==> config.mk <==
export PLATFORM = sky130hd
export DESIGN_NAME = hmsn_job_queue
export DESIGN_NICKNAME = d
export VERILOG_FILES = /design/src/sv/hmsn_pkg.sv /design/src/sv/hmsn_job_queue.sv
export SDC_FILE = /design/constraint.sdc
export NUM_CORES = 1
export LEC_CHECK = 0
export CAP_MARGIN = 20
export CELL_PAD_IN_SITES_DETAIL_PLACEMENT = 2
export CELL_PAD_IN_SITES_GLOBAL_PLACEMENT = 2
export CORE_MARGIN = 2
export CORE_UTILIZATION = 40
export CTS_BUF_LIST = sky130_fd_sc_hd__clkbuf_4
export CTS_CLUSTER_DIAMETER = 100
export DETAILED_ROUTE_END_ITERATION = 8
export DONT_BUFFER_PORTS = 1
export PLACE_DENSITY = 0.74
export SKIP_LAST_GASP = 1
export SLEW_MARGIN = 20
export SYNTH_ARGS = -nofsm -noshare
export SYNTH_HDL_FRONTEND = slang
export SYNTH_SLANG_ARGS = --single-unit
==> constraint.sdc <==
create_clock -name clk -period 2.91 [get_ports clk]
set_input_delay 0.4365 -clock clk [delete_from_list [all_inputs] [get_ports clk]]
set_output_delay 0.4365 -clock clk [all_outputs]
set_load 0.02 [all_outputs]
==> src/sv/hmsn_pkg.sv <==
`timescale 1ns / 1ps

package hmsn_pkg;

  localparam int MAX_WIDTH   = 1024;
  localparam int MAX_HEIGHT  = 4096;
  localparam int SAMPLE_BITS = 16;

  localparam int COL_W = $clog2(MAX_WIDTH);
  localparam int ROW_W = $clog2(MAX_HEIGHT);

  localparam int MW_W       = 11;
  localparam int MH_W       = 13;
  localparam int STR_W      = 16;
  localparam int CFG_IDX_W  = 2;
  localparam int CFG_DATA_W = 16;

  localparam logic [CFG_IDX_W-1:0] REG_MAP_WIDTH   = 2'd0;
  localparam logic [CFG_IDX_W-1:0] REG_MAP_HEIGHT  = 2'd1;
  localparam logic [CFG_IDX_W-1:0] REG_INV_STRETCH = 2'd2;

  localparam logic [MW_W-1:0]  MAP_WIDTH_RST   = 11'd256;
  localparam logic [MH_W-1:0]  MAP_HEIGHT_RST  = 13'd256;
  localparam logic [STR_W-1:0] INV_STRETCH_RST = 16'd2048;

  localparam logic MODE_SAMPLE = 1'b0;
  localparam logic MODE_FLUSH  = 1'b1;

  localparam int NUM_ROWS    = 3;
  localparam int QUEUE_DEPTH = 4;
  localparam int QPTR_W      = $clog2(QUEUE_DEPTH);
  localparam int QCNT_W      = $clog2(QUEUE_DEPTH + 1);

  // 255 squared, the scale of the byte compare.
  localparam logic [15:0] BYTE_SCALE = 16'd65025;
  localparam logic [7:0]  BYTE_MID   = 8'd127;

  typedef logic [1:0] row_id_t;

  localparam row_id_t ROW_ID_0 = 2'd0;
  localparam row_id_t ROW_ID_1 = 2'd1;
  localparam row_id_t ROW_ID_2 = 2'd2;

  typedef struct packed {
    logic [COL_W-1:0] col_l;
    logic [COL_W-1:0] col_c;
    logic [COL_W-1:0] col_r;
    logic             has_above;
    logic             has_below;
    logic             last;
    logic             done;
    row_id_t          id_a;
    row_id_t          id_c;
    row_id_t          id_i;
  } job_t;

  typedef struct packed {
    logic                   en;
    row_id_t                id;
    logic [COL_W-1:0]       addr;
    logic [SAMPLE_BITS-1:0] data;
  } row_wr_t;

  typedef logic [NUM_ROWS-1:0][SAMPLE_BITS-1:0] row_data_t;

  function automatic logic [SAMPLE_BITS-1:0] pick_row(row_id_t id, row_data_t d);
    logic [SAMPLE_BITS-1:0] v;
    unique case (id)
      ROW_ID_0: v = d[0];
      ROW_ID_1: v = d[1];
      default:  v = d[2];
    endcase
    return v;
  endfunction

endpackage

==> src/sv/hmsn_job_queue.sv <==
`timescale 1ns / 1ps

module hmsn_job_queue (
  input  logic                        clk,
  input  logic                        rst_n,
  input  logic                        push_a,
  input  hmsn_pkg::job_t              job_a,
  input  logic                        push_b,
  input  hmsn_pkg::job_t              job_b,
  input  logic                        pop,
  output hmsn_pkg::job_t              head,
  output logic [hmsn_pkg::QCNT_W-1:0] count
);

  hmsn_pkg::job_t              mem_r [hmsn_pkg::QUEUE_DEPTH];
  logic [hmsn_pkg::QPTR_W-1:0] wr_ptr_r, rd_ptr_r;
  logic [hmsn_pkg::QCNT_W-1:0] count_r;
  logic [hmsn_pkg::QPTR_W-1:0] wr_ptr_b;

  assign wr_ptr_b = push_a ? wr_ptr_r + 1'b1 : wr_ptr_r;
  assign head     = mem_r[rd_ptr_r];
  assign count    = count_r;

  always_ff @(posedge clk) begin
    if (push_a) begin
      mem_r[wr_ptr_r] <= job_a;
    end
    if (push_b) begin
      mem_r[wr_ptr_b] <= job_b;
    end
  end

  always_ff @(posedge clk) begin
    if (!rst_n) begin
      wr_ptr_r <= '0;
      rd_ptr_r <= '0;
      count_r  <= '0;
    end else begin
      wr_ptr_r <= wr_ptr_r + hmsn_pkg::QPTR_W'(push_a) + hmsn_pkg::QPTR_W'(push_b);
      if (pop) begin
        rd_ptr_r <= rd_ptr_r + 1'b1;
      end
      count_r <= count_r + hmsn_pkg::QCNT_W'(push_a) + hmsn_pkg::QCNT_W'(push_b)
                 - hmsn_pkg::QCNT_W'(pop);
    end
  end

endmodule

**After elaboration in Yosys (flattened, before gate mapping)**

Memories as Yosys holds them, arrays and structs flattened. A register that Yosys moved wholly into a read port is not among the register bits.
Cells that the tools add are included.
Widths: inputs -> output; s select.

- Register bits after elaboration: 7
- Bits in latches: 0
- Memory bits (writable): 160
- ROM bits: 0
- Input bits: 85
- Output and inout bits: 43
- Word-level logic and storage cells: 18
- Memories kept: 1

- $add $sub $neg: 7
- $mul: 0
- Div/mod/pow operators: 0
- $lt $le $gt $ge: 0
- Equality and inequality tests: 0
- Shift operators: 0
- Muxes and demuxes: 7
- Bitwise logic cells: 0
- Reductions and logical operators: 0

Memories:

| memory | depth | width | rd ports | clocked after memory_dff | write ports | line | RTL |
|---|---|---|---|---|---|---|---|
| mem_r | 4 | 40 | 1 | 1 | 2 | hmsn_job_queue.sv:15 | `hmsn_pkg::job_t mem_r [hmsn_pkg::QUEUE_DEPTH];` |

Operator list:

| operator | number |
|---|---|
| $add 3x1->3 | 2 |
| $mux 2 | 3 |
| $add 2x1->2 | 2 |
| $add 2x1->2 const B | 2 |
| $mux 1 | 4 |
| $sub 3x1->3 | 1 |

**Longest topological paths before layout**

Gate-level depths: netlist of the first run.

- Depth in word-level cells: 3
- Depth in mapped cells: 8
- Gate-level depth less buffers: 8

**Worst setup path after synthesis of the first run**

No wires, ideal clock.

- Path type: reg-to-reg
- From: reg wr_ptr_r[0] (netlist name)
- To: mem mem_r[1][0] (netlist name) (enable)
- Library setup time: 0.398 ns
- Arrival time: 2.462 ns
- Required time: 2.512 ns
- Slack: 0.050 ns
- Cell stages (with the launch flop): 7
- Path buffers: 1
- Clock period less this slack: 2.860 ns
- Path through: dfxtp_1 -> inv_2 -> ha_1 -> or2_2 -> o32a_2 -> buf_2 -> nand2_1

RTL lines:

| element | line | RTL |
|---|---|---|
| start: declaration | hmsn_job_queue.sv:16 | `logic [hmsn_pkg::QPTR_W-1:0] wr_ptr_r, rd_ptr_r;` |
| start signal: assignment | hmsn_job_queue.sv:39 | `wr_ptr_r <= wr_ptr_r + hmsn_pkg::QPTR_W'(push_a) + hmsn_pkg::QPTR_W'(push_b);` |
| end: declaration | hmsn_job_queue.sv:15 |  |

==> results_dict.tcl, run 1 <==
set metrics [dict create \
    layout.nets 553 \
    initial_core_util 0.4074 \
    drt-total-wl_um 20300 \
    antenna_found_initial 1 \
    crit_type "reg2reg" \
    clk_path_buf_depth 2 \
    wl_per_cell_um 27.36 \
    clk_latency_ns 0.55 \
    power_density_mw_per_mm2 647.4 \
    first_pass_iters 4 \
    layout-drive-gt1-share 0.4395 \
    leakage_uw 0.002866 \
    synthesis.nets 532 \
    slew_headroom 0.6798 \
    yosysWarnings 0 \
    required_ns 3.22 \
    worst-slew-pin-transition_ns 0.4803 \
    grt_max_degree 27 \
    grtUsageTotal 0.1937 \
    io_pins 128 \
    drt_iter0_drc 196 \
    layout_common_cells "edfxtp_1 (160), mux2_2 (105), mux2_1 (55)" \
    die_h_um 147.6 \
    antenna_left 0 \
    cts.reportedPaths.clkPinSlew_ns 0.14 \
    grt_pass1_wl_um 30790 \
    clock_skew_ns 0.02762 \
    cts_tree "yes" \
    synth-seq-area-share 0.6046 \
    io_buffers 0 \
    hold_viol 0 \
    rows 52 \
    post-cts-setup-buffers 0 \
    grt-ovfl-total 0 \
    syn_inst 439 \
    min_period_ns 2.595 \
    yosysUniqueCellTypes 26 \
    place_congestion 0.7155 \
    worst_setup_path_start_kind "register" \
    avgSynthCellArea_um2 18.78 \
    finalPower_uw 5783 \
    maxSlewViolCount 0 \
    finalSetupViolations 0 \
    fmax_mhz 385.3 \
    cts_root_buf "clkbuf_4" \
    synthesis.area_mm2 0.008244 \
    cap_viol_max_count 0 \
    tns_ns 0 \
    final_common_cell "edfxtp_1" \
    rsz0062_at_grt "false" \
    avgViaCountPerCell 5.604 \
    cts_made_buffers 17 \
    outcome "complete, no violations" \
    hold_class "in2reg" \
    fp.coreArea_mm2 0.02023 \
    ys_seq_elements 169 \
    grt_pass1_vias 4898 \
    crit_path_end_kind "register" \
    drc 0 \
    areaGrowthSynthToFinish_pct 8.347 \
    max-vdd-ir-drop_v 0.0003003 \
    crit_path_max_fanout 15 \
    clock-sinks 169 \
    finish.utilization 0.4414 \
    critPathArrivalTime_ns 2.91 \
    post-dp-hpwl_um 13480 \
    num_vias 4158 \
    htree_levels 4 \
    die_w_um 147.6 \
    die_area_mm2 0.02178 \
    fin_crit_sh 0.8918 \
]
registers in the layout, summed over array words and instances (netlist names), named ones only:
name / flops
count: 3
mem_r: 160
rd_ptr_r: 2
wr_ptr_r: 2
logic make-up (layout without fill, tap and decap cells):
logic type	count (synthesis)	after routing	synth area share
and+or+nand+nor	19	19	0.01351
adders and majority gates	8	8	0.01487
buffers and inverters	32	64	0.02398
xor gates and xnor gates	5	5	0.005312
muxes	200	200	0.3278
other	0	1	0
AOI/OAI and AO/OA	6	6	0.009864
DFF	169	169	0.6046
cell usage after synthesis (all sizes together):
master | count | area, um^2
mux2 | 160 | 1802
nor2b | 1 | 6.260
or2 | 2 | 12.51
o32a | 2 | 33.78
buf | 20 | 152.6
dfxtp | 9 | 180.2
a21o | 2 | 15.01
mux4 | 40 | 900.9
inv | 7 | 26.27
o32ai | 2 | 32.53
fa | 3 | 60.06
nand2 | 7 | 28.78
nand2b | 2 | 20.02
edfxtp | 160 | 4805
ha | 5 | 62.56
xnor2 | 4 | 35.03
xor2 | 1 | 8.760
clkbuf | 5 | 18.77
and2 | 7 | 43.79
metal layers:
metal | up-vias | part of all wire | GRT usage
met5 | - | 0 | 0
li1 | 1816 | - | -
met4 | 0 | 0.012 | 0.05337
met3 | 14 | 0.060 | 0.06111
met2 | 92 | 0.54 | 0.3519
met1 | 2236 | 0.39 | 0.2195
stage by stage:
step / instances / instance area, um^2 / hold WS [ns] / setup slack (ns)
2_1_floorplan: 439 / 8244 / 0.5504 / 0.05023
4_1_cts: 736 / 8880 / 0.008349 / 0.2424
5_1_grt: 742 / 8932 / 0.001739 / 0.1761
3_3_place_gp: 705 / 8641 / 0.5600 / 0.4546
6_report: 742 / 8932 / 0.07262 / 0.3149
3_5_place_dp: 705 / 8641 / 0.5648 / 0.3337
area by class of cell:
type,instances,area (um^2)
sequential,169,4990
clock buffer,20,150.1
multi-input combinational,238,3092
inverter,7,26.28
antenna,1,2.502
clock inverter,10,78.83
fill,1857,11300
timing repair buffer,27,255.2
tap,270,337.8
path summary, 6_finish.rpt:
| path | startpoint | endpoint | slack [ns] | cells past startpoint |
|---|---|---|---|---|
| setup / recovery | wr_ptr_r[0]$_SDFF_PN0_ | mem_r[1][16]$_DFFE_PP_ | 0.31 | 6 |
| setup reg to reg | wr_ptr_r[0]$_SDFF_PN0_ | mem_r[1][16]$_DFFE_PP_ | 0.31 | 6 |
| hold reg to reg | rd_ptr_r[1]$_SDFFE_PN0P_ | register | 0.60 | 2 |
| hold / removal | job_a[32] | mem_r[3][32]$_DFFE_PP_ | 0.07 | 1 |
worst max-delay path, stage by stage, from the launching register on:
cell and delay, ns:
dfxtp_1 0.54, inv_2 0.16, ha_1 0.38, or2_2 0.32, o32a_2 0.35, buf_4 0.29, mux2_2 0.31
report_power, final:
part	leakage [uW]	switching (uW)	internal, uW
sequential	0.00157	133	3090
clock	0.000125	786	431
combinational	0.00117	782	564
total	0.00287	1700	4080
repair_timing:
action	4_1_cts	5_1_grt
gates resized for setup	0	0
hold endpoints to repair	9	4
hold buffers	1	5
Power figures use the tool's default switching activity.
==> run 2, diff against run 1 <==
--- a/config.mk
+++ b/config.mk
@@ -14,7 +14,7 @@
 export CTS_CLUSTER_DIAMETER = 100
 export DETAILED_ROUTE_END_ITERATION = 8
 export DONT_BUFFER_PORTS = 1
-export PLACE_DENSITY = 0.74
+export PLACE_DENSITY_LB_ADDON = 0.15
 export SKIP_LAST_GASP = 1
 export SLEW_MARGIN = 20
 export SYNTH_ARGS = -nofsm -noshare
==> run 2 against run 1 <==
Against the previous run: combinational power about the same; first-iteration DRC count decreased by 28%; wire length increased by 2.0%; worst setup slack got worse by 0.21 ns; clock-buffer cell count decreased by 2; cell count increased by 3.4%; via count increased by 2.4%.
==> results_dict.tcl, run 2 (same netlist as run 1, synthesis figures left out) <==
set metrics [dict create \
    hold_class "in2reg" \
    cts_tree "yes" \
    rsz0062_at_grt "false" \
    io_buffers 0 \
    avgViaCountPerCell 5.550 \
    slowest_stage "dlygate4sd3_1" \
    clock_skew_ns 0.02167 \
    maxSlewViolCount 0 \
    worst_setup_path_start_kind "register" \
    largest-register "mem_r" \
    place_congestion 0.7632 \
    min_period_ns 2.809 \
    layout-drive-gt1-share 0.4274 \
    fin_crit_sh 0.9652 \
    num_vias 4257 \
    first_pass_iters 4 \
    grtUsageTotal 0.1904 \
    largest_register_ffs 160 \
    cap_viol_max_count 0 \
    drt_iter0_drc 141 \
    crit_path_max_fanout 20 \
    path_cells "inv_2 -> ha_1 -> o32a_4 -> mux2_1 -> dlygate4sd3_1" \
    htree_levels 4 \
    fp.coreArea_mm2 0.02023 \
    areaGrowthSynthToFinish_pct 12.07 \
    crit_type "reg2reg" \
    antenna_found_initial 1 \
    place_inst 706 \
    clock-sinks 169 \
    dpl_cell_area_mm2 0.008698 \
    max-vdd-ir-drop_v 0.0002461 \
    leakage_uw 0.002982 \
    layout.nets 576 \
    clk_path_buf_depth 2 \
    ctsResizeCount 0 \
    grt_pass1_wl_um 30180 \
    multi_input_area_mm2 0.003092 \
    clk_latency_ns 0.56 \
    outcome "complete, no violations" \
    power_density_mw_per_mm2 639.9 \
    crit_path_end_kind "register" \
    max_stage_delay_ns 0.59 \
    stdcell_area_mm2 0.009239 \
    hold_ws_ns 0.06772 \
    tns_ns 0 \
    antenna_left 0 \
    required_ns 3.23 \
    cts.reportedPaths.clkPinSlew_ns 0.15 \
    drc 0 \
    cts_made_buffers 17 \
    fillers 1880 \
    fmax_mhz 356.0 \
    final_common_cell "edfxtp_1" \
    drt-total-wl_um 20710 \
    hold_viol 0 \
    rows 52 \
    io_pins 128 \
    die_h_um 147.6 \
    finalPower_uw 5912 \
    layout_common_cells "edfxtp_1 (160), mux2_2 (105), mux2_1 (55)" \
    cts_root_buf "clkbuf_4" \
    finalSetupViolations 0 \
    stdcell_count 767 \
    post-dp-hpwl_um 13030 \
    grt_pass1_vias 4763 \
    worst-slew-pin-transition_ns 0.5062 \
    grt-ovfl-total 0 \
    wl_per_cell_um 26.99 \
    critPathArrivalTime_ns 3.13 \
    die_w_um 147.6 \
    cp_top_family "buffers and inverters" \
    path_buf_inv 2 \
    seqCellArea_mm2 0.004990 \
    initial_core_util 0.4074 \
    grt_max_degree 31 \
    die_area_mm2 0.02178 \
    slew_headroom 0.6625 \
]
run 2: final timing paths:
path | startpoint | endpoint | slack [ns] | cells after the start
worst max-delay path | wr_ptr_r[0]$_SDFF_PN0_ | mem_r[0][23]$_DFFE_PP_ | 0.10 | 5
worst max register to register | wr_ptr_r[0]$_SDFF_PN0_ | mem_r[0][23]$_DFFE_PP_ | 0.10 | 5
worst min-delay path | job_b[29] | mem_r[0][29]$_DFFE_PP_ | 0.07 | 1
worst min register to register | rd_ptr_r[1]$_SDFFE_PN0P_ | rd_ptr_r[1]$_SDFFE_PN0P_ | 0.62 | 2
run 2: power breakdown:
part,total (uW),switching [uW],internal [uW]
combinational,1380,771,614
clock,1300,864,436
sequential,3230,143,3080
run 2: layout make-up:
type | instances | share of cell area
Clock inverter | 14 | 0.01327
Timing Repair Buffer | 50 | 0.05769
Sequential cell | 169 | 0.5401
Multi-Input combinational cell | 238 | 0.3346
Antenna cell | 1 | 0.0002709
Clock buffer | 18 | 0.01463
Inverter | 7 | 0.002844
Tap cell | 270 | 0.03657
run 2: timing repair:
action	4_1_cts	5_1_grt
hold endpoints to repair	9	16
hold buffers	1	27
buffers inserted	0	0
run 2: per-stage QoR:
step / util / setup slack (ns)
after global routing: 0.4566 / 0.03275
after floorplan: - / 0.05023
final: 0.4566 / 0.1011
after CTS: 0.4431 / 0.1972
after detailed placement: 0.4299 / 0.4489
after global placement: 0.4299 / 0.5378
run 2: routing by layer:
| metal | share of wire | global-route usage | up-vias |
|---|---|---|---|
| li1 | - | - | 1862 |
| met1 | 0.41 | 0.2314 | 2283 |
| met2 | 0.53 | 0.3316 | 98 |
| met3 | 0.050 | 0.05957 | 14 |
| met4 | 0.0097 | 0.04663 | 0 |
| met5 | 0 | 0 | - |
==> run 3, diff against run 2 <==
==> constraint.sdc (replaced) <==
create_clock -name clk -period 2.9 [get_ports clk]
set_input_delay 0.435 -clock clk [delete_from_list [all_inputs] [get_ports clk]]
set_output_delay 0.435 -clock clk [all_outputs]
set_load 0.02 [all_outputs]
==> run 3 against run 2 <==
Against the previous run: power increased by 3.5%; cell count decreased by 3.4%; utilization decreased by 1.0 points; wire length decreased by 5.8%; non-clock buffer count decreased by 27; global-route usage decreased by 0.51 points; worst hold slack got worse by 0.0084 ns; sequential power about the same.
==> results_dict.tcl, run 3 (same netlist as run 1, synthesis figures left out) <==
set metrics [dict create \
    outcome "complete, no violations" \
    cts_root_buf "clkbuf_4" \
    antenna_left 0 \
    hold_ws_ns 0.05930 \
    cts_made_buffers 17 \
    endpoint "head[39]" \
    hold_viol 0 \
    layout.nets 549 \
    clk_latency_ns 0.56 \
    grtUsageTotal 0.1854 \
    reg2regPathDepth 5 \
    fin_crit_sh 0.8882 \
    sequentialPowerShare 0.528 \
    layout_common_cells "edfxtp_1 (160), mux2_2 (105), mux2_1 (55)" \
    power_switching_uw 1750 \
    max-vdd-ir-drop_v 0.0002503 \
    grt-ovfl-total 0 \
    grt_pass1_vias 4758 \
    clk_path_buf_depth 2 \
    met2_length_um 10340 \
    fillers 1899 \
    min_period_ns 2.576 \
    drc 0 \
    power_density_mw_per_mm2 677.1 \
    cts_tree "yes" \
    crit_type "reg2out" \
    r2r_slack_ns 0.44 \
    initial_core_util 0.4074 \
    drt_iter0_drc 164 \
    ctsResizeCount 0 \
    cap_viol_max_count 0 \
    rows 52 \
    die_area_mm2 0.02178 \
    clock_skew_ns 0.02419 \
    htree_levels 4 \
    die_w_um 147.6 \
    clock-sinks 169 \
    io_buffers 0 \
    clkPwrFrac 0.253 \
    max_stage_delay_ns 0.69 \
    layout-drive-gt1-share 0.4542 \
    path_buf_inv 1 \
    fmax_mhz 388.2 \
    num_vias 4105 \
    final_common_cell "edfxtp_1" \
    post-dp-hpwl_um 12820 \
    avgViaCountPerCell 5.540 \
    largest_register_ffs 160 \
    areaGrowthSynthToFinish_pct 9.607 \
    swShare 0.2861 \
    io_pins 128 \
    wl_per_cell_um 26.33 \
    hold_class "in2reg" \
    crit_path_end_kind "output port" \
    critPathArrivalTime_ns 2.14 \
    slowest_stage "dfxtp_4" \
    slew_headroom 0.6628 \
    multi_input_area_mm2 0.003092 \
    place_congestion 0.7957 \
    cp_top_family "flip-flops" \
    worst-slew-pin-transition_ns 0.5057 \
    rr_endpoint "mem_r[0][2]$_DFFE_PP_" \
    cts.reportedPaths.clkPinSlew_ns 0.16 \
    rr_startpoint "wr_ptr_r[0]$_SDFF_PN0_" \
    tns_ns 0 \
    die_h_um 147.6 \
    top_layer "met4" \
    internal_power_uw 4368 \
    maxSlewViolCount 0 \
    required_ns 2.47 \
    m1WireLength_um 7953 \
    combPwrFrac 0.218 \
    path_cells "buf_12 -> mux4_2" \
    fp.coreArea_mm2 0.02023 \
    grt_pass1_wl_um 29410 \
    worst_setup_path_start_kind "register" \
    dr_wl_met3_um 1008 \
    post-cts-setup-buffers 0 \
    first_pass_iters 6 \
    grt_max_degree 31 \
    antenna_found_initial 1 \
    cp.depth 2 \
    largest-register "mem_r" \
    cts_hold_buf 1 \
    crit_path_max_fanout 21 \
    seqCellArea_mm2 0.004990 \
    rsz0062_at_grt "false" \
    finalSetupViolations 0 \
    leakage_uw 0.002910 \
    drt-total-wl_um 19510 \
]
[run 3: changes by cell type in the layout (fill, tap and decap cells not counted), sizes merged]
| cell | before | now |
|---|---|---|
| dlygate4sd3 | 28 | 1 |
| bufinv | 1 | 4 |
| clkinv | 7 | 5 |
| clkinvlp | 3 | 1 |
| inv | 10 | 12 |
| clkbuf | 18 | 17 |
| diode | 1 | 2 |
[run 3: cell type report]
class                   count  area share
flip-flops and latches    169      0.5522
multi-input cells         238      0.3421
well taps                 270     0.03739
repair buffers             23     0.02908
clock inverters            15     0.02160
clock buffers              17     0.01412
inverters                   7    0.002908
diodes                      2   0.0005539
[run 3: power groups by stage]
stage,logic (uW),clock network [uW],registers (uW)
2_1_floorplan,1020,0,3230
4_1_cts,1380,1610,3240
5_1_grt,1430,1700,3270
3_5_place_dp,1370,0,3300
3_3_place_gp,1340,0,3280
6_report,1340,1550,3230
[run 3: metal layers]
layer	global-route usage	up-vias
li1	-	1819
met2	0.3360	98
met3	0.04784	13
met1	0.2181	2175
met5	0	-
met4	0.05048	0
[run 3: how the worst min path moves through the flow]
stage,from,to,depth (start not counted)
finish,job_b[10],mem_r[0][10]$_DFFE_PP_,1
global route,job_b[35],mem_r[1][35]$_DFFE_PP_,1
CTS,job_b[7],mem_r[0][7]$_DFFE_PP_,1
detailed placement,rst_n,count[2]$_SDFF_PN0_,1
global placement,rst_n,wr_ptr_r[1]$_SDFF_PN0_,1
floorplan,rd_ptr_r[1]$_SDFFE_PN0P_,register,2
[run 3: stage by stage]
step / setup WS [ns] / power [uW] / cell area [um^2] / util / std cells
floorplan: 0.04023 / 4258 / 8244 / - / 439
global placement: 0.5283 / 4616 / 8698 / 0.4299 / 706
detailed placement: 0.4231 / 4672 / 8698 / 0.4299 / 706
CTS: 0.2071 / 6234 / 9031 / 0.4463 / 739
global route: 0.1397 / 6401 / 9036 / 0.4466 / 741
finish: 0.3243 / 6118 / 9036 / 0.4466 / 741
