## config.mk

```make
export PLATFORM = sky130hd
export DESIGN_NAME = hmsn_front_flat
export DESIGN_NICKNAME = d
export VERILOG_FILES = /design/src/sv/hmsn_pkg.sv /design/src/sv/hmsn_if.sv /design/src/sv/hmsn_front.sv /design/src/flat_wrapper.sv
export SDC_FILE = /design/constraint.sdc
export NUM_CORES = 1
export LEC_CHECK = 0
export ABC_CLOCK_PERIOD_IN_PS = 9790
export CORE_AREA = 2 2 123 101
export DETAILED_ROUTE_END_ITERATION = 10
export DIE_AREA = 0 0 125 103
export DONT_BUFFER_PORTS = 1
export PLACE_DENSITY = 0.88
export SETUP_SLACK_MARGIN = 0.4
export SYNTH_ARGS = -nofsm -noshare
export SYNTH_HDL_FRONTEND = slang
export SYNTH_SLANG_ARGS = --single-unit
```

## constraint.sdc

```tcl
create_clock -name clk -period 9.79 [get_ports clk]
set_input_delay 2.4475 -clock clk [delete_from_list [all_inputs] [get_ports clk]]
set_output_delay 2.4475 -clock clk [all_outputs]
set_load 0.02 [all_outputs]
```

## src/sv/hmsn_pkg.sv

```systemverilog
`timescale 1ns / 1ps

package hmsn_pkg;

  localparam int MAX_WIDTH   = 1024;
  localparam int MAX_HEIGHT  = 4096;
  localparam int SAMPLE_BITS = 16;

  localparam int COL_W = $clog2(MAX_WIDTH);
  localparam int ROW_W = $clog2(MAX_HEIGHT);

  localparam int MW_W       = 11;
  localparam int MH_W       = 13;
  localparam int STR_W      = 16;
  localparam int CFG_IDX_W  = 2;
  localparam int CFG_DATA_W = 16;

  localparam logic [CFG_IDX_W-1:0] REG_MAP_WIDTH   = 2'd0;
  localparam logic [CFG_IDX_W-1:0] REG_MAP_HEIGHT  = 2'd1;
  localparam logic [CFG_IDX_W-1:0] REG_INV_STRETCH = 2'd2;

  localparam logic [MW_W-1:0]  MAP_WIDTH_RST   = 11'd256;
  localparam logic [MH_W-1:0]  MAP_HEIGHT_RST  = 13'd256;
  localparam logic [STR_W-1:0] INV_STRETCH_RST = 16'd2048;

  localparam logic MODE_SAMPLE = 1'b0;
  localparam logic MODE_FLUSH  = 1'b1;

  localparam int NUM_ROWS    = 3;
  localparam int QUEUE_DEPTH = 4;
  localparam int QPTR_W      = $clog2(QUEUE_DEPTH);
  localparam int QCNT_W      = $clog2(QUEUE_DEPTH + 1);

  // 255 squared, the scale of the byte compare.
  localparam logic [15:0] BYTE_SCALE = 16'd65025;
  localparam logic [7:0]  BYTE_MID   = 8'd127;

  typedef logic [1:0] row_id_t;

  localparam row_id_t ROW_ID_0 = 2'd0;
  localparam row_id_t ROW_ID_1 = 2'd1;
  localparam row_id_t ROW_ID_2 = 2'd2;

  typedef struct packed {
    logic [COL_W-1:0] col_l;
    logic [COL_W-1:0] col_c;
    logic [COL_W-1:0] col_r;
    logic             has_above;
    logic             has_below;
    logic             last;
    logic             done;
    row_id_t          id_a;
    row_id_t          id_c;
    row_id_t          id_i;
  } job_t;

  typedef struct packed {
    logic                   en;
    row_id_t                id;
    logic [COL_W-1:0]       addr;
    logic [SAMPLE_BITS-1:0] data;
  } row_wr_t;

  typedef logic [NUM_ROWS-1:0][SAMPLE_BITS-1:0] row_data_t;

  function automatic logic [SAMPLE_BITS-1:0] pick_row(row_id_t id, row_data_t d);
    logic [SAMPLE_BITS-1:0] v;
    unique case (id)
      ROW_ID_0: v = d[0];
      ROW_ID_1: v = d[1];
      default:  v = d[2];
    endcase
    return v;
  endfunction

endpackage

```

## src/sv/hmsn_if.sv

```systemverilog
`timescale 1ns / 1ps

interface hmsn_in_if;
  logic        valid;
  logic        ready;
  logic        mode;
  logic [15:0] height_sample;

  modport source (output valid, output mode, output height_sample, input ready);
  modport sink (input valid, input mode, input height_sample, output ready);
endinterface


```

## src/sv/hmsn_front.sv

```systemverilog
`timescale 1ns / 1ps

module hmsn_front (
  input  logic                               clk,
  input  logic                               rst_n,
  hmsn_in_if.sink                            in_ch,
  input  logic                               cfg_we,
  input  logic [hmsn_pkg::CFG_IDX_W-1:0]     cfg_index,
  input  logic [hmsn_pkg::CFG_DATA_W-1:0]    cfg_data,
  input  logic [hmsn_pkg::QCNT_W-1:0]        q_count,
  input  logic                               back_busy,
  output logic [hmsn_pkg::STR_W-1:0]         inv_stretch,
  output hmsn_pkg::row_wr_t                  row_wr,
  output logic                               push_a,
  output hmsn_pkg::job_t                     job_a,
  output logic                               push_b,
  output hmsn_pkg::job_t                     job_b
);

  logic [hmsn_pkg::MW_W-1:0]  map_width_r;
  logic [hmsn_pkg::MH_W-1:0]  map_height_r;
  logic [hmsn_pkg::STR_W-1:0] inv_stretch_r;
  logic [hmsn_pkg::COL_W-1:0] col_r;
  logic [hmsn_pkg::ROW_W-1:0] row_r;
  logic [hmsn_pkg::COL_W-1:0] ptr_r;
  logic                       drain_r;
  hmsn_pkg::row_id_t          id_a_r, id_c_r, id_i_r;

  logic [hmsn_pkg::MW_W-1:0]  w_eff;
  logic [hmsn_pkg::MH_W-1:0]  h_eff;
  logic [hmsn_pkg::MW_W-1:0]  col_next, ptr_next;
  logic [hmsn_pkg::MH_W-1:0]  row_next;
  logic                       row_end, frame_end, flush_done;
  logic                       accept, cfg_hit;

  function automatic hmsn_pkg::job_t make_job(
      logic [hmsn_pkg::COL_W-1:0] pc, logic [hmsn_pkg::MW_W-1:0] w,
      logic ha, logic hb, logic last, logic done,
      hmsn_pkg::row_id_t a, hmsn_pkg::row_id_t c, hmsn_pkg::row_id_t i);
    hmsn_pkg::job_t j;
    j.col_c     = pc;
    j.col_l     = (pc == '0) ? pc : pc - 1'b1;
    j.col_r     = (({1'b0, pc} + 1'b1) >= w) ? pc : pc + 1'b1;
    j.has_above = ha;
    j.has_below = hb;
    j.last      = last;
    j.done      = done;
    j.id_a      = a;
    j.id_c      = c;
    j.id_i      = i;
    return j;
  endfunction

  always_comb begin
    if (map_width_r == '0) begin
      w_eff = hmsn_pkg::MW_W'(1);
    end else if (map_width_r > hmsn_pkg::MW_W'(hmsn_pkg::MAX_WIDTH)) begin
      w_eff = hmsn_pkg::MW_W'(hmsn_pkg::MAX_WIDTH);
    end else begin
      w_eff = map_width_r;
    end
    if (map_height_r == '0) begin
      h_eff = hmsn_pkg::MH_W'(1);
    end else if (map_height_r > hmsn_pkg::MH_W'(hmsn_pkg::MAX_HEIGHT)) begin
      h_eff = hmsn_pkg::MH_W'(hmsn_pkg::MAX_HEIGHT);
    end else begin
      h_eff = map_height_r;
    end
  end

  assign col_next   = {1'b0, col_r} + 1'b1;
  assign ptr_next   = {1'b0, ptr_r} + 1'b1;
  assign row_next   = {1'b0, row_r} + 1'b1;
  assign row_end    = col_next >= w_eff;
  assign frame_end  = row_next >= h_eff;
  assign flush_done = ptr_next >= w_eff;

  // A new row rotates the row stores, so its first sample waits until every
  // queued pixel of the previous row has been read.
  assign in_ch.ready = (q_count <= hmsn_pkg::QCNT_W'(hmsn_pkg::QUEUE_DEPTH - 2)) &&
                       (col_r != '0 || drain_r || (q_count == '0 && !back_busy));
  assign accept  = in_ch.valid && in_ch.ready;
  assign cfg_hit = cfg_we && (cfg_index == hmsn_pkg::REG_MAP_WIDTH ||
                              cfg_index == hmsn_pkg::REG_MAP_HEIGHT ||
                              cfg_index == hmsn_pkg::REG_INV_STRETCH);

  assign inv_stretch = inv_stretch_r;

  always_comb begin
    row_wr.en   = accept && in_ch.mode == hmsn_pkg::MODE_SAMPLE && !drain_r;
    row_wr.id   = id_i_r;
    row_wr.addr = col_r;
    row_wr.data = in_ch.height_sample[hmsn_pkg::SAMPLE_BITS-1:0];
    push_a = 1'b0;
    push_b = 1'b0;
    job_a  = make_job(col_r - 1'b1, w_eff, row_r >= hmsn_pkg::ROW_W'(2), 1'b1,
                      !row_end, 1'b0, id_a_r, id_c_r, id_i_r);
    job_b  = make_job(col_r, w_eff, row_r >= hmsn_pkg::ROW_W'(2), 1'b1,
                      1'b1, 1'b0, id_a_r, id_c_r, id_i_r);
    if (accept) begin
      if (in_ch.mode == hmsn_pkg::MODE_FLUSH) begin
        if (drain_r) begin
          push_a = 1'b1;
          job_a  = make_job(ptr_r, w_eff, h_eff > hmsn_pkg::MH_W'(1), 1'b0,
                            1'b1, flush_done, id_a_r, id_c_r, id_i_r);
        end
      end else if (!drain_r && row_r != '0) begin
        push_a = col_r != '0;
        push_b = row_end;
      end
    end
  end

  always_ff @(posedge clk) begin
    if (!rst_n) begin
      map_width_r   <= hmsn_pkg::MAP_WIDTH_RST;
      map_height_r  <= hmsn_pkg::MAP_HEIGHT_RST;
      inv_stretch_r <= hmsn_pkg::INV_STRETCH_RST;
      col_r   <= '0;
      row_r   <= '0;
      ptr_r   <= '0;
      drain_r <= 1'b0;
      id_a_r  <= hmsn_pkg::ROW_ID_0;
      id_c_r  <= hmsn_pkg::ROW_ID_1;
      id_i_r  <= hmsn_pkg::ROW_ID_2;
    end else if (cfg_hit) begin
      unique case (cfg_index)
        hmsn_pkg::REG_MAP_WIDTH:  map_width_r  <= cfg_data[hmsn_pkg::MW_W-1:0];
        hmsn_pkg::REG_MAP_HEIGHT: map_height_r <= cfg_data[hmsn_pkg::MH_W-1:0];
        default:                  inv_stretch_r <= cfg_data;
      endcase
      col_r   <= '0;
      row_r   <= '0;
      ptr_r   <= '0;
      drain_r <= 1'b0;
    end else if (accept) begin
      if (in_ch.mode == hmsn_pkg::MODE_FLUSH) begin
        if (drain_r) begin
          if (flush_done) begin
            col_r   <= '0;
            row_r   <= '0;
            ptr_r   <= '0;
            drain_r <= 1'b0;
          end else begin
            ptr_r <= ptr_next[hmsn_pkg::COL_W-1:0];
          end
        end
      end else if (!drain_r) begin
        if (row_end) begin
          col_r  <= '0;
          id_a_r <= id_c_r;
          id_c_r <= id_i_r;
          id_i_r <= id_a_r;
          if (frame_end) begin
            row_r   <= '0;
            drain_r <= 1'b1;
            ptr_r   <= '0;
          end else begin
            row_r <= row_next[hmsn_pkg::ROW_W-1:0];
          end
        end else begin
          col_r <= col_next[hmsn_pkg::COL_W-1:0];
        end
      end
    end
  end

endmodule

```

## src/flat_wrapper.sv

```systemverilog
// flat-port wrapper written by rule: the top's interface ports become plain ports
module hmsn_front_flat 
  (clk, rst_n, cfg_we, cfg_index, cfg_data, q_count, back_busy, inv_stretch, row_wr, push_a, job_a, push_b, job_b, in_ch_valid, in_ch_mode, in_ch_height_sample, in_ch_ready);
  hmsn_in_if in_ch_i ();
  input  logic clk;
  input  logic rst_n;
  input  logic cfg_we;
  input  logic [hmsn_pkg::CFG_IDX_W-1:0] cfg_index;
  input  logic [hmsn_pkg::CFG_DATA_W-1:0] cfg_data;
  input  logic [hmsn_pkg::QCNT_W-1:0] q_count;
  input  logic back_busy;
  output logic [hmsn_pkg::STR_W-1:0] inv_stretch;
  output hmsn_pkg::row_wr_t row_wr;
  output logic push_a;
  output hmsn_pkg::job_t job_a;
  output logic push_b;
  output hmsn_pkg::job_t job_b;
  input wire logic [$bits(in_ch_i.valid)-1:0] in_ch_valid;
  input wire logic [$bits(in_ch_i.mode)-1:0] in_ch_mode;
  input wire logic [$bits(in_ch_i.height_sample)-1:0] in_ch_height_sample;
  output wire logic [$bits(in_ch_i.ready)-1:0] in_ch_ready;
  assign in_ch_i.valid = in_ch_valid;
  assign in_ch_i.mode = in_ch_mode;
  assign in_ch_i.height_sample = in_ch_height_sample;
  assign in_ch_ready = in_ch_i.ready;
  hmsn_front u_core (.clk(clk), .rst_n(rst_n), .in_ch(in_ch_i), .cfg_we(cfg_we), .cfg_index(cfg_index), .cfg_data(cfg_data), .q_count(q_count), .back_busy(back_busy), .inv_stretch(inv_stretch), .row_wr(row_wr), .push_a(push_a), .job_a(job_a), .push_b(push_b), .job_b(job_b));
endmodule
```

* After elaboration in Yosys (flattened, before gate mapping) *
Cells that the tools add are included.

cells by class
  equal/unequal tests = 5
  bitwise logic cells = 5
  add/sub/neg operators = 10
  reduce and logical (&&, ||, !) cells = 34
  muxes and demuxes = 43
  order comparisons = 9

operators by type and width
  kind                                                                count
  two-way mux 10 bit                                                  17
  two-way mux 40 bit                                                  3
  two-way mux 12 bit                                                  6
  adder 10 x 1 -> 11 bit, second input constant                       3
  greater-or-equal comparator 11 bit                                  3
  adder 10 x 1 -> 10 bit, second input constant                       3
  logical NOT 10 bit                                                  3
  subtractor 10 x 1 -> 10 bit, second input constant                  3
  two-way mux 13 bit                                                  2
  two-way mux 11 bit                                                  2
  AND reduction 5 bit                                                 3
  adder 12 x 1 -> 13 bit, second input constant                       1
  greater-or-equal comparator 13 bit                                  1
  greater-than comparator 13 x 1 -> 1 bit, second input constant      1
  greater-than comparator 13 bit, second input constant               1
  logical NOT 13 bit                                                  1
  two-way mux 1 bit                                                   13
  greater-or-equal comparator 12 x 2 -> 1 bit, second input constant  1
  nonzero test 12 bit                                                 1
  greater-than comparator 11 bit, second input constant               1
  logical NOT 11 bit                                                  1
  nonzero test 10 bit                                                 1
  logical AND 1 bit                                                   7
  AND reduction 2 bit                                                 3
  other kinds (13)                                                    25

word-level totals
  bits of input ports = 43
  register bits after elaboration = 79
  logic and storage cells = 116
  output and inout port bits = 128

* Depth between registers and ports, before layout *
  depth after elaboration = 8
  mapped depth = 15

* Worst setup path before layout *
OpenSTA, ideal clock, no wires.

  kind = input-to-output
  start = in q_count[0] in the netlist's numbering
  end = out push_a
  path buffers = 0
  slack = 3060 ps
  data arrival time = 4282 ps
  data required time = 7343 ps
  stages = 6
  path through = or3_1 nand4_1 nand2_1 nor3_1 o21ai_0 o21ai_0

between the ends
  word-level cells in the longest chain between the ends = 6
  elaborated cells on any way between the ends = 7

RTL lines
  what                                                                  line                text
  start: declaration                                                    flat_wrapper.sv:10  input logic [hmsn_pkg::QCNT_W-1:0] q_count;
  branches (longest 3 deep; another with <= comparator 3 x 2 -> 1 bit)  --
  logical AND 1 bit *                                                   hmsn_front.sv:80    assign in_ch.ready = (q_count <= hmsn_pkg::QCNT_W'(hmsn_pkg::QUEUE_DEPTH - 2)) &&
  logical AND 1 bit *                                                   hmsn_front.sv:82    assign accept = in_ch.valid && in_ch.ready;
  two-way mux 1 bit *                                                   hmsn_front.sv:100   if (accept) begin
  end: declaration                                                      flat_wrapper.sv:14  output logic push_a;

Every way passes the cells marked *.

==> metrics list <==
- Outcome: complete, no violations
* Classification of the worst setup path: reg2out
* Average size of a mapped cell: around 7.5 µm²
- In this run the biggest area consumer among cell types represents 21.32% of the synthesized area.
- Timing would allow up to approximately 130 MHz.
* Data required time of the critical path: around 7300 ps
- Routability-driven placement finished with a final weighted congestion of between 0.9 and 1.
* Setup repair after global routing missed its margin: false
- Clock tree from TritonCTS: done
- Post-DR vias/cell: ~6.6
* Commonest register cell after synthesis: sky130_fd_sc_hd__dfxtp_1
- Post-Syn Area: 7420 µm²
* Number of rows created at floorplan: 36
- CTS Sinks: just under 80
- Share of flip-flops with an asynchronous set or reset after synthesis: 0%
- Slack of the critical path: between 1500 and 2000 ps
* Number of ports placed on the die boundary: between 150 and 200
- Yosys mapped a number of flops with a built-in enable equal to 0.
* Wirelength per Cell: 19.29 µm
- 1st-iter DRT viols: roughly 630
- Cell taking the most area after synthesis: sky130_fd_sc_hd__dfxtp_1
- The most critical setup path has its startpoint at u_core.col_r[1].
- The area growth from synthesis to layout is 0.01690%.
- Ratio of total power to cell area: 99.01 nW/µm²
- Core Box Area: between 10000 and 15000 µm²
- Following the worst setup path forward leads to its endpoint at job_a[18].
* Critical path capture point type: output pin
* Number of clock buffers inserted by TritonCTS: 9
- Entering global routing, the biggest net connects 49 pins.
- GRT Total Usage: 31.03%
- The first detailed-routing pass ran for 5 iterations.
- The HPWL after detailed placement is approximately 15 mm.
- Global routing finished with a remaining overflow of 0.
- Overall via count from detail_route: 7055
- CP max FO: 16
- Once the clock tree was built, the resizer swapped 0 gates to a different size.
- The first global-routing pass estimated roughly 32 mm of wire.
- The finished layout holds roughly 1100 standard cells, fillers aside.
- Worst slew pin tran: roughly 1200 ps
- In this run the deepest clock path goes through 2 buffers.
- The number of antenna violations at the first check in global routing was 0.
- Root buf cell: sky130_fd_sc_hd__clkbuf_16
- Max-Slew Margin vs Limit: ~18%
* Total inserted antenna cells: 0
- Yosys warning count: 0
- Total wirelength of the detailed-routed design: about 20 mm
- Type of the most critical hold path: reg2reg
* Start point of the worst hold path: u_core.map_height_r[3]
- Worst Reg2Reg Path Length in Cells: 11
- Of the synthesized area, sequential elements account for between 20% and 30%.
* Residual DRC: 0
- The via count of the first global-routing pass came to around 6400.
- Worst slack on hold paths: a little under 500 ps
- Clock latency reported for the late side of the worst-skew pair: ~340 ps
* Worst endpoint data arrival time: around 5400 ps
- Worst slack at placement: between 2000 and 2500 ps
- The number of hold-slack violations in the final timing report was 0.
* Synth area leaders: sky130_fd_sc_hd__dfxtp_1 21%, sky130_fd_sc_hd__ha_1 9.9%, sky130_fd_sc_hd__nand2_1 7.6%, sky130_fd_sc_hd__xnor2_1 5.4%, sky130_fd_sc_hd__buf_4 3.9%
* Startpoint types: flop
* Total placed cells including tap cells: between 1000 and 1500
- Setup violations remaining at the end of the flow were counted as 0.
* Height of the die: 103 µm
* FF-to-FF Start: u_core.col_r[1]
* Setup Fix Bufs, Post-CTS: 0
- Clock slew at reported path FFs: approximately 60 ps
- Net count of the finished layout: roughly 1000
- The initial utilization of the core area, before any placement, comes to a little over three fifths.
* Register-to-register setup slack: approximately 4900 ps
* Setup Skew: just over 8 ps
- Fraction of final layout cells with drive strength greater than 1: under 10%
- Input and output buffers added on the ports amount to 0.
* Mapped Cells: 986
- Cts hold-fix bufs: 0
* Portion of the clock cycle consumed by the worst path in the final layout: about four fifths
- The analysis attributes to cell leakage a power of 0.002922 µW.
- Antenna-violating nets left: 0
* Die outline width: around 130 µm
- Floorplan die area: between 10000 and 15000 µm²
- In this run, distinct cell masters in the synthesized netlist total 79.
- The worst path in the final design needs a cycle of 7832 ps, including I/O delays and setup.
- Max-cap violations in this run came to 0.
* Worst supply voltage drop on vdd: 0.0001208 V
- The final count of pins violating max slew was 0.
- In this run, synthesis produced a sequential element count of slightly below 80.
* H-tree lvl count: 3
- The worst register-to-register path ends at u_core.ptr_r[8].
- After routing, the total negative slack on setup checks comes to 0 ps.
## how the worst min path moves through the flow
| stage | end | cells after the start |
|---|---|---|
| after floorplan | u_core.map_height_r[0] | 2 |
| after global placement | u_core.map_height_r[0] | 2 |
| after detailed placement | u_core.map_height_r[10] | 2 |
| after CTS | u_core.map_height_r[10] | 2 |
| after global routing | u_core.map_height_r[7] | 2 |
| final | u_core.map_height_r[3] | 2 |
## cell usage after synthesis, types with 4 or more instances
master                      count
sky130_fd_sc_hd__mux2_2         5
sky130_fd_sc_hd__xor2_1        15
sky130_fd_sc_hd__nand3b_1       5
sky130_fd_sc_hd__dfxtp_1       79
sky130_fd_sc_hd__inv_1         23
sky130_fd_sc_hd__o22ai_1       11
sky130_fd_sc_hd__a211oi_1      13
sky130_fd_sc_hd__mux2i_1       22
sky130_fd_sc_hd__or2_2          5
sky130_fd_sc_hd__nor3_1        21
sky130_fd_sc_hd__a21oi_1       56
sky130_fd_sc_hd__nor2_1        57
sky130_fd_sc_hd__nand2_1      150
sky130_fd_sc_hd__nor2b_1       18
sky130_fd_sc_hd__and3_1        13
sky130_fd_sc_hd__o21ai_0       27
sky130_fd_sc_hd__buf_4         39
sky130_fd_sc_hd__a31oi_1        7
sky130_fd_sc_hd__nand2b_1      12
sky130_fd_sc_hd__o211a_1        5
sky130_fd_sc_hd__a2111oi_0     12
sky130_fd_sc_hd__o21a_1         9
sky130_fd_sc_hd__buf_1          6
sky130_fd_sc_hd__nor4_1        13
sky130_fd_sc_hd__o211ai_1       7
sky130_fd_sc_hd__nand3_1       30
sky130_fd_sc_hd__and2_1        11
sky130_fd_sc_hd__a21boi_0      33
sky130_fd_sc_hd__ha_1          59
sky130_fd_sc_hd__a21o_1        12
sky130_fd_sc_hd__buf_2          9
sky130_fd_sc_hd__nand4b_1       4
sky130_fd_sc_hd__xnor2_1       46
sky130_fd_sc_hd__clkbuf_1      44
sky130_fd_sc_hd__nand4_1       19
sky130_fd_sc_hd__or3_1         21
sky130_fd_sc_hd__o31ai_1        9
## cell usage in the layout (no fill, tap or decap), types with 18 or more instances in the layout
cell and n:
sky130_fd_sc_hd__mux2i_1 22, sky130_fd_sc_hd__nor2b_1 18, sky130_fd_sc_hd__nor2_1 57, sky130_fd_sc_hd__a21boi_0 33, sky130_fd_sc_hd__or3_1 21, sky130_fd_sc_hd__nand2_1 150, sky130_fd_sc_hd__nor3_1 21, sky130_fd_sc_hd__dfxtp_1 79
sky130_fd_sc_hd__o21ai_0 27, sky130_fd_sc_hd__a21oi_1 56, sky130_fd_sc_hd__inv_1 23, sky130_fd_sc_hd__nand3_1 30, sky130_fd_sc_hd__nand4_1 19, sky130_fd_sc_hd__ha_1 59, sky130_fd_sc_hd__xnor2_1 46
## cell type report
class | instances | area, µm²
inverter | 24 | 90.09
tap | 152 | 190.2
timing repair buffer | 8 | 60.06
fill | 1030 | 4380
clock buffer | 11 | 242.7
multi-input combinational | 784 | 5215
sequential | 79 | 1582
clock inverter | 5 | 41.29
## per-layer routing
metal | up-vias | global-route usage [%] | part of all wire, %
li1 | 3331 | - | -
met1 | 3304 | 41.65 | 43
met2 | 364 | 49.04 | 45
met3 | 56 | 6.435 | 8.7
met4 | 0 | 13.25 | 3.1
met5 | - | 0 | 0
## cell families after synthesis
kind of cell    Yosys count  share of synthesized area [%]
flops                    79                          21.32
buf+inv                 124                          8.600
xor+xnor                 63                          7.791
compound gates          232                          21.38
mux                      27                          3.727
fa+ha+maj                59                          9.949
other cells               2                         0.1012
simple gates            400                          27.13
## critical path, stage by stage (launching register included)
cell,delay (ps)
sky130_fd_sc_hd__dfxtp_1,590
sky130_fd_sc_hd__inv_1,340
sky130_fd_sc_hd__ha_1,410
sky130_fd_sc_hd__nor3b_2,540
sky130_fd_sc_hd__nand2_1,190
sky130_fd_sc_hd__xor2_1,570
sky130_fd_sc_hd__xor2_1,150
sky130_fd_sc_hd__ha_1,240
sky130_fd_sc_hd__a2111oi_0,360
sky130_fd_sc_hd__nand2_1,90
sky130_fd_sc_hd__a21oi_1,360
sky130_fd_sc_hd__o21ai_1,300
sky130_fd_sc_hd__o211a_1,290
sky130_fd_sc_hd__a211oi_1,600
## registers in the layout, summed over array words and instances (netlist names)
| register | cells |
|---|---|
| u_core.id_c_r | 2 |
| u_core.row_r | 12 |
| u_core.id_i_r | 2 |
| u_core.map_height_r | 13 |
| u_core.inv_stretch | 16 |
| u_core.col_r | 10 |
| u_core.drain_r | 1 |
| u_core.map_width_r | 11 |
| u_core.id_a_r | 2 |
| u_core.ptr_r | 10 |
## report_power, final
group / switching, µW / total, µW / internal [µW]
sequential: 7.56 / 335 / 327
combinational: 51.7 / 76.0 / 24.4
clock: 143 / 324 / 181
total: 202 / 735 / 533
## stage by stage
step	instance area, µm²	total power, µW	util, %
final	7421	734.8	62.88
after global routing	7421	760.4	62.88
after CTS	7421	738.3	62.88
after detailed placement	7137	415.5	60.48
after global placement	7137	414.0	60.48
after floorplan	7423	412.8	-
No activity file was read; power rests on OpenSTA's default activity.
